File: src/design/deq_pkg.sv
package deq_pkg;

    localparam int DEPTH_DEFAULT = 64;
    localparam int ACTION_W      = 3;
    localparam int VALUE_W       = 32;
    localparam int STATUS_W      = 2;
    localparam int TOTAL_W       = 7;
    localparam int FILL_W        = 2;

    typedef enum logic [ACTION_W-1:0] {
        ACT_PUSH_FRONT = 3'd0,
        ACT_PUSH_BACK  = 3'd1,
        ACT_POP_FRONT  = 3'd2,
        ACT_POP_BACK   = 3'd3,
        ACT_LIST_FWD   = 3'd4,
        ACT_LIST_BWD   = 3'd5,
        ACT_COUNT      = 3'd6
    } t_action;

    typedef enum logic [STATUS_W-1:0] {
        ST_OK    = 2'd0,
        ST_EMPTY = 2'd1,
        ST_FULL  = 2'd2
    } t_status;

    typedef struct packed {
        t_status                    status;
        logic signed [VALUE_W-1:0]  value;
        logic [TOTAL_W-1:0]         total;
        logic                       last;
    } t_result;

    typedef struct packed {
        logic [FILL_W-1:0] fill;
        logic              pop;
    } t_fifo_stat;

endpackage

File: src/design/deq_if.sv
interface deq_in_if;
    logic                                 valid;
    logic                                 ready;
    logic [deq_pkg::ACTION_W-1:0]         action;
    logic signed [deq_pkg::VALUE_W-1:0]   value_in;

    modport source (output valid, action, value_in, input ready);
    modport sink   (input valid, action, value_in, output ready);
endinterface

interface deq_out_if;
    logic                                 valid;
    logic                                 ready;
    logic [deq_pkg::STATUS_W-1:0]         status;
    logic signed [deq_pkg::VALUE_W-1:0]   value_out;
    logic [deq_pkg::TOTAL_W-1:0]          element_total;
    logic                                 last;

    modport source (output valid, status, value_out, element_total, last, input ready);
    modport sink   (input valid, status, value_out, element_total, last, output ready);
endinterface

File: src/design/double_ended_queue_core.sv
// Channel   Dir  Payload                                     Handshake
// i_req     in   action, value_in                            valid/ready
// o_res     out  status, value_out, element_total, last      valid/ready
//
// Push, pop, count and unused actions end when accepted; a pop's value comes
// from the element RAM in the next cycle and lands in a two-entry result FIFO.
// A list holds the request side until its last element is read, reading one
// RAM entry per cycle while FIFO credit allows, as the RAM has one read port.
// Synchronous active-low reset clears front, count and control; RAM needs no
// clearing. A stalled result side holds off new reads by FIFO credit.
module double_ended_queue_core #(
    parameter int DEPTH = deq_pkg::DEPTH_DEFAULT
) (
    input  logic       i_clk,
    input  logic       i_rst_n,
    deq_in_if.sink     i_req,
    deq_out_if.source  o_res
);

    localparam int AW = (DEPTH > 1) ? $clog2(DEPTH) : 1;
    localparam int CW = $clog2(DEPTH + 1);
    localparam logic [AW:0]   DEP_W  = (AW + 1)'(DEPTH);
    localparam logic [AW-1:0] LAST_P = AW'(DEPTH - 1);
    localparam logic [CW-1:0] FULL_C = CW'(DEPTH);

    typedef enum logic {S_IDLE, S_LIST} t_state;

    t_state               r_state, n_state;
    logic [AW-1:0]        r_front, n_front;
    logic [CW-1:0]        r_count, n_count;
    logic [AW-1:0]        r_idx,   n_idx;
    logic                 r_fwd,   n_fwd;
    logic                 r_pend_valid;
    logic                 r_pend_mem, n_pend_mem;
    deq_pkg::t_result     r_pend,  n_res;

    logic                 issue;
    logic                 issue_ok;
    logic                 accept;
    logic [2:0]           occ;
    logic                 we;
    logic [AW-1:0]        waddr, raddr;
    logic [deq_pkg::VALUE_W-1:0] rdata;
    logic [CW-1:0]        list_off;
    logic                 list_last;
    deq_pkg::t_result     push_data;
    deq_pkg::t_fifo_stat  fstat;

    function automatic logic [AW-1:0] slot_of(input logic [AW-1:0] front,
                                              input logic [AW-1:0] off);
        logic [AW:0] sum;
        sum = {1'b0, front} + {1'b0, off};
        if (sum >= DEP_W) begin
            sum = sum - DEP_W;
        end
        return sum[AW-1:0];
    endfunction

    // Credit: after this cycle at most one result may sit in the FIFO, so
    // whatever is issued now always has room when it arrives.
    assign occ      = 3'(fstat.fill) + 3'(r_pend_valid) - 3'(fstat.pop);
    assign issue_ok = (occ <= 3'd1);

    assign i_req.ready = (r_state == S_IDLE) && issue_ok;
    assign accept      = i_req.valid && i_req.ready;

    assign list_off  = r_fwd ? CW'(r_idx) : (r_count - CW'(1) - CW'(r_idx));
    assign list_last = (CW'(r_idx) == (r_count - CW'(1)));

    always_comb begin
        n_state    = r_state;
        n_front    = r_front;
        n_count    = r_count;
        n_idx      = r_idx;
        n_fwd      = r_fwd;
        n_pend_mem = 1'b0;
        issue      = 1'b0;
        we         = 1'b0;
        waddr      = slot_of(r_front, AW'(r_count));
        raddr      = r_front;
        n_res.status = deq_pkg::ST_OK;
        n_res.value  = '0;
        n_res.last   = 1'b1;
        n_res.total  = '0;

        case (r_state)
            S_IDLE: begin
                if (accept) begin
                    case (deq_pkg::t_action'(i_req.action))
                        deq_pkg::ACT_PUSH_FRONT, deq_pkg::ACT_PUSH_BACK: begin
                            issue = 1'b1;
                            if (r_count == FULL_C) begin
                                n_res.status = deq_pkg::ST_FULL;
                            end else begin
                                we      = 1'b1;
                                n_count = r_count + CW'(1);
                                if (i_req.action == deq_pkg::ACT_PUSH_FRONT) begin
                                    n_front = (r_front == '0) ? LAST_P : r_front - AW'(1);
                                    waddr   = n_front;
                                end
                            end
                        end
                        deq_pkg::ACT_POP_FRONT, deq_pkg::ACT_POP_BACK: begin
                            issue = 1'b1;
                            if (r_count == '0) begin
                                n_res.status = deq_pkg::ST_EMPTY;
                            end else begin
                                n_pend_mem = 1'b1;
                                n_count    = r_count - CW'(1);
                                if (i_req.action == deq_pkg::ACT_POP_FRONT) begin
                                    raddr   = r_front;
                                    n_front = (r_front == LAST_P) ? '0 : r_front + AW'(1);
                                end else begin
                                    raddr = slot_of(r_front, AW'(r_count - CW'(1)));
                                end
                            end
                        end
                        deq_pkg::ACT_LIST_FWD, deq_pkg::ACT_LIST_BWD: begin
                            if (r_count == '0) begin
                                issue        = 1'b1;
                                n_res.status = deq_pkg::ST_EMPTY;
                            end else begin
                                n_state = S_LIST;
                                n_idx   = '0;
                                n_fwd   = (i_req.action == deq_pkg::ACT_LIST_FWD);
                            end
                        end
                        deq_pkg::ACT_COUNT: begin
                            issue = 1'b1;
                        end
                        default: begin
                        end
                    endcase
                end
            end
            S_LIST: begin
                if (issue_ok) begin
                    issue      = 1'b1;
                    n_pend_mem = 1'b1;
                    raddr      = slot_of(r_front, AW'(list_off));
                    n_res.last = list_last;
                    if (list_last) begin
                        n_state = S_IDLE;
                    end else begin
                        n_idx = r_idx + AW'(1);
                    end
                end
            end
            default: begin
                n_state = S_IDLE;
            end
        endcase

        n_res.total = deq_pkg::TOTAL_W'(n_count);
    end

    always_ff @(posedge i_clk) begin
        if (!i_rst_n) begin
            r_state      <= S_IDLE;
            r_front      <= '0;
            r_count      <= '0;
            r_idx        <= '0;
            r_fwd        <= 1'b0;
            r_pend_valid <= 1'b0;
            r_pend_mem   <= 1'b0;
        end else begin
            r_state      <= n_state;
            r_front      <= n_front;
            r_count      <= n_count;
            r_idx        <= n_idx;
            r_fwd        <= n_fwd;
            r_pend_valid <= issue;
            r_pend_mem   <= n_pend_mem;
        end
    end

    always_ff @(posedge i_clk) begin
        if (issue) begin
            r_pend <= n_res;
        end
    end

    // Only one action runs per cycle and a push ignores the read data, so a read
    // that meets a write to the same entry in the same cycle is never consumed.
    deq_ram #(
        .WIDTH (deq_pkg::VALUE_W),
        .DEPTH (DEPTH)
    ) u_store (
        .i_clk   (i_clk),
        .i_we    (we),
        .i_waddr (waddr),
        .i_wdata (i_req.value_in),
        .i_raddr (raddr),
        .o_rdata (rdata)
    );

    always_comb begin
        push_data       = r_pend;
        push_data.value = r_pend_mem ? rdata : '0;
    end

    deq_res_fifo u_res_fifo (
        .i_clk   (i_clk),
        .i_rst_n (i_rst_n),
        .i_push  (r_pend_valid),
        .i_data  (push_data),
        .o_stat  (fstat),
        .o_res   (o_res)
    );

    a_count_bound: assert property (@(posedge i_clk) disable iff (!i_rst_n)
        r_count <= FULL_C)
        else $error("element count above depth");

    a_front_bound: assert property (@(posedge i_clk) disable iff (!i_rst_n)
        r_front <= LAST_P)
        else $error("front position out of range");

    a_fifo_room: assert property (@(posedge i_clk) disable iff (!i_rst_n)
        r_pend_valid |-> (fstat.fill <= deq_pkg::FILL_W'(1)))
        else $error("result arrives with no room in the FIFO");

    a_pop_count: assert property (@(posedge i_clk) disable iff (!i_rst_n)
        ($past(i_rst_n) && $past(accept) && $past(r_count) != '0 &&
         ($past(i_req.action) == deq_pkg::ACT_POP_FRONT ||
          $past(i_req.action) == deq_pkg::ACT_POP_BACK))
        |-> (r_count == $past(r_count) - CW'(1)))
        else $error("pop did not reduce the count by one");

    a_list_end: assert property (@(posedge i_clk) disable iff (!i_rst_n)
        (r_state == S_LIST && issue && list_last) |=> (r_state == S_IDLE))
        else $error("list did not return to idle after its last element");

endmodule

File: src/design/deq_ram.sv
module deq_ram #(
    parameter int WIDTH = deq_pkg::VALUE_W,
    parameter int DEPTH = deq_pkg::DEPTH_DEFAULT
) (
    input  logic                     i_clk,
    input  logic                     i_we,
    input  logic [$clog2(DEPTH)-1:0] i_waddr,
    input  logic [WIDTH-1:0]         i_wdata,
    input  logic [$clog2(DEPTH)-1:0] i_raddr,
    output logic [WIDTH-1:0]         o_rdata
);

    logic [WIDTH-1:0] r_mem [DEPTH];
    logic [WIDTH-1:0] r_rdata;

    always_ff @(posedge i_clk) begin
        if (i_we) begin
            r_mem[i_waddr] <= i_wdata;
        end
        r_rdata <= r_mem[i_raddr];
    end

    assign o_rdata = r_rdata;

endmodule

File: src/design/deq_res_fifo.sv
module deq_res_fifo (
    input  logic                 i_clk,
    input  logic                 i_rst_n,
    input  logic                 i_push,
    input  deq_pkg::t_result     i_data,
    output deq_pkg::t_fifo_stat  o_stat,
    deq_out_if.source            o_res
);

    deq_pkg::t_result          r_mem [2];
    logic                      r_wp;
    logic                      r_rp;
    logic [deq_pkg::FILL_W-1:0] r_fill;
    logic                      pop;
    deq_pkg::t_result          head;

    assign head = r_mem[r_rp];
    assign pop  = o_res.valid && o_res.ready;

    assign o_res.valid         = (r_fill != '0);
    assign o_res.status        = head.status;
    assign o_res.value_out     = head.value;
    assign o_res.element_total = head.total;
    assign o_res.last          = head.last;

    assign o_stat.fill = r_fill;
    assign o_stat.pop  = pop;

    always_ff @(posedge i_clk) begin
        if (!i_rst_n) begin
            r_wp   <= 1'b0;
            r_rp   <= 1'b0;
            r_fill <= '0;
        end else begin
            if (i_push) begin
                r_wp <= ~r_wp;
            end
            if (pop) begin
                r_rp <= ~r_rp;
            end
            r_fill <= r_fill + deq_pkg::FILL_W'(i_push) - deq_pkg::FILL_W'(pop);
        end
    end

    always_ff @(posedge i_clk) begin
        if (i_push) begin
            r_mem[r_wp] <= i_data;
        end
    end

endmodule

File: src/flat_wrapper.sv
// flat-port wrapper written by rule: the top's interface ports become plain ports
module double_ended_queue_core_flat 
#(
    parameter int DEPTH = deq_pkg::DEPTH_DEFAULT
)
  (i_clk, i_rst_n, i_req_valid, i_req_action, i_req_value_in, i_req_ready, o_res_valid, o_res_status, o_res_value_out, o_res_element_total, o_res_last, o_res_ready);
  deq_in_if i_req_i ();
  deq_out_if o_res_i ();
  input  logic i_clk;
  input  logic i_rst_n;
  input wire logic [$bits(i_req_i.valid)-1:0] i_req_valid;
  input wire logic [$bits(i_req_i.action)-1:0] i_req_action;
  input wire logic [$bits(i_req_i.value_in)-1:0] i_req_value_in;
  output wire logic [$bits(i_req_i.ready)-1:0] i_req_ready;
  output wire logic [$bits(o_res_i.valid)-1:0] o_res_valid;
  output wire logic [$bits(o_res_i.status)-1:0] o_res_status;
  output wire logic [$bits(o_res_i.value_out)-1:0] o_res_value_out;
  output wire logic [$bits(o_res_i.element_total)-1:0] o_res_element_total;
  output wire logic [$bits(o_res_i.last)-1:0] o_res_last;
  input wire logic [$bits(o_res_i.ready)-1:0] o_res_ready;
  assign i_req_i.valid = i_req_valid;
  assign i_req_i.action = i_req_action;
  assign i_req_i.value_in = i_req_value_in;
  assign i_req_ready = i_req_i.ready;
  assign o_res_valid = o_res_i.valid;
  assign o_res_status = o_res_i.status;
  assign o_res_value_out = o_res_i.value_out;
  assign o_res_element_total = o_res_i.element_total;
  assign o_res_last = o_res_i.last;
  assign o_res_i.ready = o_res_ready;
  double_ended_queue_core #(.DEPTH(DEPTH)) u_core (.i_clk(i_clk), .i_rst_n(i_rst_n), .i_req(i_req_i), .o_res(o_res_i));
endmodule
File: config.mk
export PLATFORM = sky130hd
export DESIGN_NAME = double_ended_queue_core_flat
export DESIGN_NICKNAME = d
export VERILOG_FILES = /design/src/design/deq_pkg.sv /design/src/design/deq_if.sv /design/src/design/double_ended_queue_core.sv /design/src/design/deq_ram.sv /design/src/design/deq_res_fifo.sv /design/src/flat_wrapper.sv
export SDC_FILE = /design/constraint.sdc
export NUM_CORES = 2
export LEC_CHECK = 0
export BUFFER_PORTS_ARGS = -buffer_cell sky130_fd_sc_hd__buf_4
export CAP_MARGIN = 5
export CORE_MARGIN = 2
export CORE_UTILIZATION = 50
export CTS_CLUSTER_DIAMETER = 40
export CTS_CLUSTER_SIZE = 30
export DETAILED_ROUTE_END_ITERATION = 10
export GPL_ROUTABILITY_DRIVEN = 0
export HOLD_SLACK_MARGIN = 0.03
export PLACE_DENSITY = 0.74
export SYNTH_ARGS = -nofsm -noshare
export SYNTH_HDL_FRONTEND = slang
export SYNTH_SLANG_ARGS = --single-unit
File: constraint.sdc
create_clock -name i_clk -period 17.05 [get_ports i_clk]
set_input_delay 1.705 -clock i_clk [delete_from_list [all_inputs] [get_ports i_clk]]
set_output_delay 1.705 -clock i_clk [all_outputs]
set_load 0.1 [all_outputs]
==> qor.yml <==
drt_iter0_markers: 9444
critPathCaptureType: "flip-flop"
post-route-period-util: 0.4683
status: "finished, violations left"
ir_drop_mv: 0.1066
yosysTopAreaCell: "edfxtp_1"
startpoint_type: "input pin"
violations: "capacitance limit"
synth_edf_count: 2142
setup_tns_ns: 0
grt_use_total: 0.2818
synth_flop_cell: "edfxtp_1"
regArea_um2: 65520
finalMaxSlewViolations: 0
max_clock_freq_mhz: 125.3
worst_slack_ns: 9.066
crit_fanout: 77
place.port_buffers: 82
core.rowCount: 153
grt_pass1_wl_um: 364600
clockBufferDepth: 3
dpl_worst_slack_ns: 8.318
viasPerCell: 6.376
postCtsHoldBufs: 0
drive_gt1_frac: 0.1234
worstPathRequired_ns: 17.85
timing.hold.ws_ns: 0.4630
cellLeakagePower_nw: 33.10
setup_viol: 0
postCtsSetupRepairBufs: 0
period_minus_slack_ns: 7.984
synth_area_per_cell_um2: 14.53
firstDrtPassIters: 7
synth_cell_types: 84
drc_errors: 0
fin_skew_ns: 0.05650
clk_latency_ns: 0.88
slew-limit-headroom: 0.007518
layout_common_cells: "edfxtp_1 (2142), nand2_1 (1316), nand3_1 (423)"
totalWireLength_um: 255600
layout_commonest_cell: "edfxtp_1"
arrival_ns: 8.79
wl_per_cell_um: 29.64
ctsRootBufferMaster: "clkbuf_16"
antenna_found_initial: 30
yosysSeqAreaShare: 0.7500
p_total_mw: 13.77
path_clk_slew_ns: 0.07
final_nets: 6152
drtAntennaViolNets: 0
async_reset_ff_frac: 0
tightest_slew_ns: 1.489
grt_pass1_vias: 52680
h-tree-depth: 4
cts_tree: "yes"
hold_viol: 0
die_height_um: 422
synth_warnings: 0
syn_area_um2: 87360
synth_area_leaders: "edfxtp_1 (74%), nand2_1 (5.7%), mux2i_1 (4.8%), nand3_1 (2.4%), a21oi_1 (1.5%)"
min_path_type: "flip-flop to flip-flop"
synth_top_area_frac: 0.7363
grt_max_degree: 180
start_util: 0.5026
cts-buffers-inserted: 226
num_vias: 55000
fillers: 12940
syn_inst: 6011
hpwl_um: 134700
syn-num-nets: 6083
clock_sink_count: 2202
maxCapViolations: 1
power_density_nw_per_um2: 139.1
cts_resized: 0
overflow: 0
ys_ff_latch: 2202
multi_input_area_um2: 20620
area_growth_pct: 13.29
core_um2: 173800
io_pins: 83
dieArea_um2: 178100
path_class: "input pin to flip-flop"
grt_setup_unrepaired: "false"
die_w_um: 422
registers in the layout, summed over array words and instances (netlist names), named ones only:
name                      cells
u_core.push_data             10
u_core.r_count                7
u_core.r_front                6
u_core.r_fwd                  1
u_core.r_idx                  6
u_core.r_pend_mem             1
u_core.r_pend_valid           1
u_core.r_state                1
u_core.u_res_fifo.r_fill      2
u_core.u_res_fifo.r_mem      84
u_core.u_res_fifo.r_rp        1
u_core.u_res_fifo.r_wp        1
u_core.u_store.o_rdata       32
u_core.u_store.r_mem       2048
power by group:
part,internal (mW),total (mW),switching [mW]
sequential,6.06,6.20,0.140
combinational,0.594,2.33,1.73
clock,3.00,5.24,2.24
worst max-delay path, cell delays in order:
cell and delay [ns]:
buf_4 0.11, and2_1 0.17, ha_1 0.30, inv_1 0.07
ha_1 0.14, inv_1 0.05, fa_1 0.43, xnor2_2 0.39
and2_1 0.31, a31oi_4 0.11, buf_4 0.29, nand2_4 0.52
buf_4 0.89, buf_4 0.75, buf_4 0.87, nand2_1 0.13
nand3_1 0.14, a21oi_1 0.08, nor4_1 0.84, or4_1 0.24
stage by stage:
stage	utilization	instance area (um^2)	cells
after detailed placement	0.5226	90840	8177
final	0.5694	98970	8625
after global routing	0.5693	98950	8619
after floorplan	-	87360	6011
after CTS	0.5691	98920	8606
after global placement	0.5225	90830	8176
synth_stat cells (5+ instances only):
cell type,number
buf_2,145
nor2b_1,16
mux2i_1,422
dfxtp_1,60
buf_4,26
nand2_1,1320
a22oi_1,18
a311oi_1,15
a32o_1,32
nand2b_1,5
xnor2_1,20
a2111oi_0,19
nand3_1,424
or3_1,9
or4_1,25
nor3_1,6
inv_1,25
a21oi_1,258
fa_1,5
a211o_1,6
a221oi_1,13
a31oi_1,62
ha_1,28
and3_1,42
o22ai_1,45
clkbuf_1,152
nor4_1,56
edfxtp_1,2142
a21o_1,9
o21ai_0,57
o32a_1,7
buf_1,36
nor2_1,107
nand4_1,52
xor2_1,9
and2_1,46
buf_6,12
a32oi_1,106
mux2_2,46
nor4b_1,21
a211oi_1,36
o31ai_1,5
path summary, 6_finish.rpt:
check        cells past startpoint                             to                         from  slack, ns
max                             20      u_core.u_store.o_rdata[0]                  o_res_ready       9.07
min reg2reg                      0  u_core.u_res_fifo.r_mem[1][2]          u_core.push_data[2]       0.46
max reg2reg                     20      u_core.u_store.o_rdata[0]  u_core.u_res_fifo.r_fill[1]       9.27
min                              0  u_core.u_res_fifo.r_mem[1][2]          u_core.push_data[2]       0.46
cell type report:
type / count / area share
tap: 2325 / 0.02939
inverter: 25 / 0.0009482
multi-input combinational: 3410 / 0.2083
timing repair buffer: 215 / 0.01717
clock inverter: 174 / 0.02234
sequential: 2202 / 0.6621
antenna: 19 / 0.0004804
clock buffer: 255 / 0.05929
cell families (layout without fill, tap and decap cells):
group,count (synthesis),after routing,share of synthesized area
fa+ha+maj,33,33,0.005156
other cells,0,19,0
buf+inv,399,669,0.02141
flops,2202,2202,0.7500
simple gates,2155,2155,0.1096
xor+xnor,32,32,0.003466
compound gates,722,722,0.05609
mux,468,468,0.05428
layer usage:
metal	track usage	routed length, um	vias to the layer above
li1	-	-	22940
met1	0.3744	90490	27060
met2	0.4276	115100	4299
met3	0.07341	35730	676
met4	0.1500	14150	22
met5	0	161	-
Power figures use the tool's default switching activity.
